`src/hw/rtl/gcr62_pkg.sv`:
```
`timescale 1ns / 1ps
`default_nettype none

package gcr62_pkg;

  // Field marks and sync words of the track layout
  localparam logic [23:0] SYNC_A        = 24'hff3fcf;
  localparam logic [23:0] SYNC_B        = 24'hf3fcff;
  localparam logic [23:0] ADDR_PROLOGUE = 24'hd5aa96;
  localparam logic [23:0] ADDR_EPILOGUE = 24'hdeaaff;
  localparam logic [23:0] DATA_PROLOGUE = 24'hd5aaad;
  localparam logic [31:0] DATA_EPILOGUE = 32'hdeaaffff;

  localparam logic        OP_HEADER  = 1'b0;
  localparam logic [5:0]  FORMAT_RST = 6'd34;

  // Register addresses
  localparam logic        REG_FORMAT = 1'b0;

  // Bit counts of a result
  localparam logic [5:0]  BC_NIBBLE = 6'd8;
  localparam logic [5:0]  BC_MARK   = 6'd24;
  localparam logic [5:0]  BC_WORD   = 6'd32;

  // Result sequence of a header item (0 to 15 are the alternating sync pairs)
  localparam int          IDX_W         = 5;
  localparam logic [4:0]  IDX_PROLOGUE  = 5'd16;
  localparam logic [4:0]  IDX_TRK       = 5'd17;
  localparam logic [4:0]  IDX_SEC       = 5'd18;
  localparam logic [4:0]  IDX_SIDE      = 5'd19;
  localparam logic [4:0]  IDX_FMT       = 5'd20;
  localparam logic [4:0]  IDX_CHK       = 5'd21;
  localparam logic [4:0]  IDX_EPILOGUE  = 5'd22;
  localparam logic [4:0]  IDX_SYNC_A2   = 5'd23;
  localparam logic [4:0]  IDX_SYNC_B2   = 5'd24;
  localparam logic [4:0]  IDX_DPROLOGUE = 5'd25;
  localparam logic [4:0]  IDX_DSEC      = 5'd26;

  // Result sequence of a data item
  localparam logic [4:0]  IDX_GROUP     = 5'd0;
  localparam logic [4:0]  IDX_CSUM      = 5'd1;
  localparam logic [4:0]  IDX_DEPILOGUE = 5'd2;

  typedef struct packed {
    logic clear;
    logic step;
    logic last;
  } csum_ctl_t;

  function automatic logic [7:0] gcr_code(input logic [5:0] v);
    logic [7:0] c;
    case (v)
      6'd0:  c = 8'h96;  6'd1:  c = 8'h97;  6'd2:  c = 8'h9a;  6'd3:  c = 8'h9b;
      6'd4:  c = 8'h9d;  6'd5:  c = 8'h9e;  6'd6:  c = 8'h9f;  6'd7:  c = 8'ha6;
      6'd8:  c = 8'ha7;  6'd9:  c = 8'hab;  6'd10: c = 8'hac;  6'd11: c = 8'had;
      6'd12: c = 8'hae;  6'd13: c = 8'haf;  6'd14: c = 8'hb2;  6'd15: c = 8'hb3;
      6'd16: c = 8'hb4;  6'd17: c = 8'hb5;  6'd18: c = 8'hb6;  6'd19: c = 8'hb7;
      6'd20: c = 8'hb9;  6'd21: c = 8'hba;  6'd22: c = 8'hbb;  6'd23: c = 8'hbc;
      6'd24: c = 8'hbd;  6'd25: c = 8'hbe;  6'd26: c = 8'hbf;  6'd27: c = 8'hcb;
      6'd28: c = 8'hcd;  6'd29: c = 8'hce;  6'd30: c = 8'hcf;  6'd31: c = 8'hd3;
      6'd32: c = 8'hd6;  6'd33: c = 8'hd7;  6'd34: c = 8'hd9;  6'd35: c = 8'hda;
      6'd36: c = 8'hdb;  6'd37: c = 8'hdc;  6'd38: c = 8'hdd;  6'd39: c = 8'hde;
      6'd40: c = 8'hdf;  6'd41: c = 8'he5;  6'd42: c = 8'he6;  6'd43: c = 8'he7;
      6'd44: c = 8'he9;  6'd45: c = 8'hea;  6'd46: c = 8'heb;  6'd47: c = 8'hec;
      6'd48: c = 8'hed;  6'd49: c = 8'hee;  6'd50: c = 8'hef;  6'd51: c = 8'hf2;
      6'd52: c = 8'hf3;  6'd53: c = 8'hf4;  6'd54: c = 8'hf5;  6'd55: c = 8'hf6;
      6'd56: c = 8'hf7;  6'd57: c = 8'hf9;  6'd58: c = 8'hfa;  6'd59: c = 8'hfb;
      6'd60: c = 8'hfc;  6'd61: c = 8'hfd;  6'd62: c = 8'hfe;  6'd63: c = 8'hff;
      default: c = 8'h96;
    endcase
    return c;
  endfunction

  // Three bytes become four nibbles: the top two bits of each byte are
  // gathered into a leading nibble.
  function automatic logic [31:0] word_of(input logic [7:0] a, input logic [7:0] b,
                                          input logic [7:0] c);
    logic [5:0] hi;
    hi = {a[7:6], b[7:6], c[7:6]};
    return {gcr_code(hi), gcr_code(a[5:0]), gcr_code(b[5:0]), gcr_code(c[5:0])};
  endfunction

endpackage

`default_nettype wire

```
`src/hw/rtl/gcr62_csum.sv`:
```
`timescale 1ns / 1ps
`default_nettype none

module gcr62_csum import gcr62_pkg::*; (
  input  wire logic        clk,
  input  wire logic        rst_n,
  input  wire csum_ctl_t   ctl,
  input  wire logic [7:0]  byte_a,
  input  wire logic [7:0]  byte_b,
  input  wire logic [7:0]  byte_c,
  output logic      [31:0] data_word,
  output logic      [31:0] sum_word
);

  logic [7:0] sum_a_r, sum_b_r, sum_c_r;
  logic [7:0] sum_a_nxt, sum_b_nxt, sum_c_nxt;
  logic [7:0] rot_c, vc, wa, wb, wc;
  logic [8:0] add_a, add_b;

  always_comb begin
    rot_c     = {sum_c_r[6:0], sum_c_r[7]};
    vc        = ctl.last ? 8'd0 : byte_c;
    add_a     = {1'b0, sum_a_r} + {1'b0, byte_a} + {8'd0, rot_c[0]};
    add_b     = {1'b0, sum_b_r} + {1'b0, byte_b} + {8'd0, add_a[8]};
    sum_a_nxt = add_a[7:0];
    sum_b_nxt = add_b[7:0];
    // The third sum only takes a byte when the group is a full one.
    sum_c_nxt = ctl.last ? rot_c : (rot_c + vc + {7'd0, add_b[8]});
    wa        = byte_a ^ rot_c;
    wb        = byte_b ^ sum_a_nxt;
    wc        = vc ^ sum_b_nxt;
    data_word = word_of(wa, wb, wc);
    sum_word  = word_of(sum_a_nxt, sum_b_nxt, sum_c_nxt);
  end

  always_ff @(posedge clk) begin
    if (!rst_n || ctl.clear) begin
      sum_a_r <= 8'd0;
      sum_b_r <= 8'd0;
      sum_c_r <= 8'd0;
    end else if (ctl.step) begin
      sum_a_r <= sum_a_nxt;
      sum_b_r <= sum_b_nxt;
      sum_c_r <= sum_c_nxt;
    end
  end

endmodule

`default_nettype wire

```
`config.mk`:
```
export PLATFORM = sky130hd
export DESIGN_NAME = gcr62_csum
export DESIGN_NICKNAME = d
export VERILOG_FILES = /design/src/hw/rtl/gcr62_pkg.sv /design/src/hw/rtl/gcr62_csum.sv
export SDC_FILE = /design/constraint.sdc
export NUM_CORES = 1
export LEC_CHECK = 0
export BUFFER_PORTS_ARGS = -buffer_cell sky130_fd_sc_hd__buf_4
export CAP_MARGIN = 20
export CORE_UTILIZATION = 30
export DETAILED_ROUTE_END_ITERATION = 10
export PLACE_DENSITY = 0.49
export RECOVER_POWER = 50
export SETUP_SLACK_MARGIN = 0.02
export SLEW_MARGIN = 20
export SYNTH_ARGS = -nofsm -noshare
export SYNTH_HDL_FRONTEND = slang
export SYNTH_SLANG_ARGS = --single-unit
```
`constraint.sdc`:
```
create_clock -name clk -period 10.15 [get_ports clk]
set_input_delay 1.5225 -clock clk [delete_from_list [all_inputs] [get_ports clk]]
set_output_delay 1.5225 -clock clk [all_outputs]
set_load 0.01 [all_outputs]
```
* Word-level counts from Yosys, hierarchy flattened *
Memory sizes are Yosys's and may differ from the RTL's.
Cells that the tools add are included.

storage, ports and cells
  memories kept = 8
  word-level logic and storage cells = 24
  register bits after elaboration = 24
  memory bits (read-only) = 3584
  input bits = 29

memories
  name              words  bits a word  rd ports  clocked after memory_dff  write ports  RTL line         text
  (name not given)  64     7            1         0                         0            gcr62_pkg.sv:52  case (v)
  (name not given)  64     7            1         0                         0            gcr62_pkg.sv:52
  (name not given)  64     7            1         0                         0            gcr62_pkg.sv:52
  (name not given)  64     7            1         0                         0            gcr62_pkg.sv:52
  (name not given)  64     7            1         0                         0            gcr62_pkg.sv:52
  (name not given)  64     7            1         0                         0            gcr62_pkg.sv:52
  2 more memories   --     --           --        --                        --           --

cells by class
  bitwise operators = 3
  muxes and demuxes = 2
  add/sub/neg operators = 6
  reduce and logical (&&, ||, !) cells = 2

operator list
  operator              count
  bitwise XOR 8 bit     3
  adder 8 x 8 -> 9 bit  2
  adder 9 x 1 -> 9 bit  2
  two-way mux 8 bit     2
  adder 8 x 1 -> 8 bit  1
  adder 8 bit           1
  zero test 1 bit       1
  logical OR 1 bit      1

* Longest topological paths before layout *
An unclocked memory read counts as a cell.

  word-level depth = 6
  mapped depth = 29
  depth with buffers taken out = 28

* Worst setup path after synthesis *
OpenSTA, ideal clock, no wires.

  path type = input to output
  from = in byte_a[0]
  to = out sum_word[25]
  required time = 8.628 ns
  slack = 1.550 ns
  arrival time = 7.077 ns
  buffers on the path = 0
  cell stages on the path = 26
  cells stage by stage = fa_1 inv_1 fa_1 nor2b_1 o21a_1 o31ai_1 nand2b_1 a21oi_1 fa_1 fa_1 nor2b_1 o31a_1 o31a_1 o21a_1 nor2_1 fa_1 fa_1 nor2b_1 o31a_1 o21a_1 nor3_1 o31ai_2 inv_1 ha_1 mux4_2 o211ai_1

on the way
  longest elaborated chain between the ends = 6

RTL lines
  element                 RTL line          text
  start: declaration      gcr62_csum.sv:8   input wire logic [7:0] byte_a,
  adder 8 x 8 -> 9 bit *  gcr62_csum.sv:23  add_a = {1'b0, sum_a_r} + {1'b0, byte_a} + {8'd0, rot_c[0]};
  adder 9 x 1 -> 9 bit *  gcr62_csum.sv:23
  adder 9 x 1 -> 9 bit    gcr62_csum.sv:24  add_b = {1'b0, sum_b_r} + {1'b0, byte_b} + {8'd0, add_a[8]};
  adder 8 x 1 -> 8 bit    gcr62_csum.sv:28  sum_c_nxt = ctl.last ? rot_c : (rot_c + vc + {7'd0, add_b[8]});
  two-way mux 8 bit       gcr62_csum.sv:28
  memory (64 x 7 bit) *   --
  end: declaration        gcr62_csum.sv:12  output logic [31:0] sum_word

Mark *: on every way between the ends. The rest lies on a longest branch, timed or not.

* Final worst setup path *
  from = in byte_a[0]
  to = out sum_word[26]

Same word-level chain as after synthesis.

==> results.py <==
metrics = {
    "floorplan": {
        "die_w_um": 156.7,
        "die_area_um2": 24560,
        "coreArea_um2": 23470,
        "pin_count": 93,
        "die_y_um": 156.7,
        "initial_core_util": 0.3059,
        "rows": 56,
    },
    "drt": {
        "wl_met1_mm": 11.28,
        "routedWlPerCell_um": 16.46,
        "vias": 7881,
        "drt_iter0_drc": 772,
        "totalWireLength_mm": 22.89,
        "wl_met3_um": 978,
        "top_layer": "met4",
        "viasPerCell": 5.666,
        "ant_nets": 0,
        "wl_met2_mm": 10.48,
        "drt_first_pass_iters": 5,
        "drc_errors": 0,
    },
    "power": {
        "p_per_area_nw_per_um2": 129.8,
        "p_leak_uw": 0.003186,
        "p_clk_frac": 0.111,
        "power_uw": 1040,
        "seqPwrFrac": 0.099,
        "p_sw_uw": 538.3,
        "pwr-share-comb": 0.790,
        "vdd_ir_drop_max_uv": 64.28,
        "swShare": 0.5176,
        "p_int_uw": 501.6,
    },
    "synth": {
        "synth_top_area_cell": "ha_1",
        "syn_area_per_cell_um2": 6.904,
        "async_reset_ff_frac": 0,
        "synth.top_cell.area_share": 0.1185,
        "synthTopCellsByArea": "ha_1 (12%), dfxtp_1 (6.7%), nor2_1 (6.4%)",
        "synth-main-ff-cell": "dfxtp_1",
        "synth_edf_count": 0,
        "yosysUniqueCellTypes": 84,
        "ys_seq_elements": 24,
        "yosysSeqAreaShare": 0.06691,
        "ys_warn_count": 0,
        "syn_inst": 1040,
        "syn_area_um2": 7181,
    },
    "sta": {
        "min_period_ns": 9.521,
        "rsz0062_at_grt": "false",
        "hold_ws_ns": 0.4859,
        "fin_crit_sh": 0.9381,
        "max-slew-margin-rel": -0.5504,
        "skew_ns": 0.006024,
        "final_hold_viol_count": 0,
        "setup_viol": 0,
        "max_freq_ghz": 0.1050,
        "worst_slack_ns": 0.6286,
        "fin_setup_tns_ns": 0,
        "tightest_slew_ns": 2.309,
        "finalMaxSlewViolations": 46,
    },
    "clocking": {
        "cts-resized-gates": 0,
        "clk_pin_slew_ns": 0.06,
        "htreeDepth": 1,
        "clockRootBuffer": "clkbuf_16",
        "clock_latency_ns": 0.26,
        "clock_sinks": 24,
        "cts_tree": "built",
        "clockBufferDepth": 2,
        "numCtsBuffers": 3,
        "hold_buffers": 0,
        "cts_setup_buffers": 0,
    },
    "global_route": {
        "grt_use_total": 0.1819,
        "grt_pass1_vias": 6942,
        "grt-ovfl-total": 0,
        "grt_max_degree": 34,
        "grt_pass1_wl_mm": 36.85,
        "antenna_found_initial": 0,
    },
    "final_layout": {
        "layout.nets": 1176,
        "fin_cells": 1391,
        "antenna_cells": 0,
        "area_growth_pct": 11.57,
        "drive_gt1_frac": 0.1035,
    },
    "place": {
        "place_ws_ns": 0.6569,
        "place_inst": 1387,
        "dp_hpwl_mm": 16.79,
        "gp_congestion": 0.8393,
        "portBuffers": 84,
    },
    "critical_path": {
        "end_kind": "primary output",
        "crit_top_cell": "fa_1",
        "worstSetupPathType": "in2out",
        "start_kind": "input pin",
        "required_ns": 8.63,
        "crit_arrival_ns": 8.00,
        "cpMaxStageDelayCell": "o31ai_2",
        "critPathBufInv": 4,
        "critPathMaxStageDelay_ns": 0.59,
        "cp_top_family": "adder cells",
        "crit_fanout": 8,
    },
    "outcome": {
        "outcome": "finished, violations left",
        "violations": "capacitance limit, slew limit",
    },
    "job": {
        "cap_viol_max_count": 2,
    },
    "hold_path": {
        "hp-class": "reg2reg",
    },
}
worst paths after layout:
path                                  from            to  slack [ns]  depth (start not counted)
worst max-delay path             byte_a[0]  sum_word[26]        0.63                         30
worst min-delay path            sum_b_r[0]    sum_b_r[0]        0.49                          2
worst max register to register  sum_c_r[7]    sum_c_r[6]        4.03                         24
worst min register to register  sum_b_r[0]    sum_b_r[0]        0.49                          2
synth_stat cells (all sizes together), types with 4 or more instances:
library cell / n
clkbuf: 55
o211ai: 16
nand3: 23
a22oi: 6
a31o: 5
o21a: 17
ha: 68
dfxtp: 24
mux2i: 24
xnor3: 4
o2111ai: 9
nor3b: 4
o22ai: 8
or3: 6
a21o: 6
and2: 5
a211oi: 31
or2: 4
o31ai: 11
o221ai: 8
a21oi: 81
a31oi: 20
mux2: 4
o31a: 9
xnor2: 33
fa: 6
and3: 9
o21ai: 90
o311ai: 12
a2111oi: 4
buf: 28
nor2: 122
nand2: 95
nor3: 50
a311oi: 6
inv: 36
a221oi: 9
xor2: 18
nor4b: 6
nor2b: 14
o32ai: 4
worst min-delay path: stages, from the launching register on:
cell and delay [ns]:
dfxtp_1 0.31, nor2_1 0.08, a211oi_1 0.04
cells in the final DEF (no fill, tap or decap), types with 20 or more instances in the layout:
cell	netlist	final
a211oi_1	30	30
a21oi_1	80	81
a31oi_1	20	20
buf_4	8	78
clkbuf_1	55	26
dfxtp_1	24	24
ha_1	68	68
inv_1	34	34
mux2i_1	24	24
nand2_1	95	95
nand3_1	23	23
nor2_1	122	122
nor3_1	50	50
o21ai_0	87	87
xnor2_1	27	27
metal layers:
metal,vias to the layer above,GRT usage
li1,3934,-
met1,3722,0.2649
met2,215,0.2919
met3,10,0.02022
met4,0,0.02148
met5,-,0
area by class of cell:
type,count,area [um^2]
well taps,319,399.1
clock inverters,1,30.03
multi-input cells,904,6208
repair buffers,104,683.2
clock buffers,3,75.07
inverters,36,135.1
fillers,2562,15460
flip-flops and latches,24,480.5
metrics by stage:
| step | util | area [um^2] |
|---|---|---|
| floorplan | - | 7207 |
| global placement | 0.3422 | 8033 |
| detailed placement | 0.3422 | 8033 |
| CTS | 0.3467 | 8138 |
| global route | 0.3413 | 8011 |
| finish | 0.3413 | 8011 |
cell families after synthesis:
kind of cell	synth area share
XOR/XNOR	0.09671
other	0.0005222
adder cells (fa/ha/maj)	0.1352
flip-flops	0.06691
multiplexers	0.04600
AND/OR/NAND/NOR	0.2222
AO/OA/AOI/OAI	0.3633
buffers and inverters	0.06918
sequential cells by signal, summed over array words and instances, names as in the netlist:
signal and flops:
sum_b_r 8, sum_a_r 8, sum_c_r 8
power by group through the flow:
stage / Sequential, uW / Clock [uW] / Combinational, uW
floorplan: 103 / 0 / 588
global placement: 105 / 0 / 839
detailed placement: 105 / 0 / 834
CTS: 103 / 117 / 838
global route: 104 / 120 / 909
finish: 103 / 115 / 821
Power figures use the tool's default switching activity.
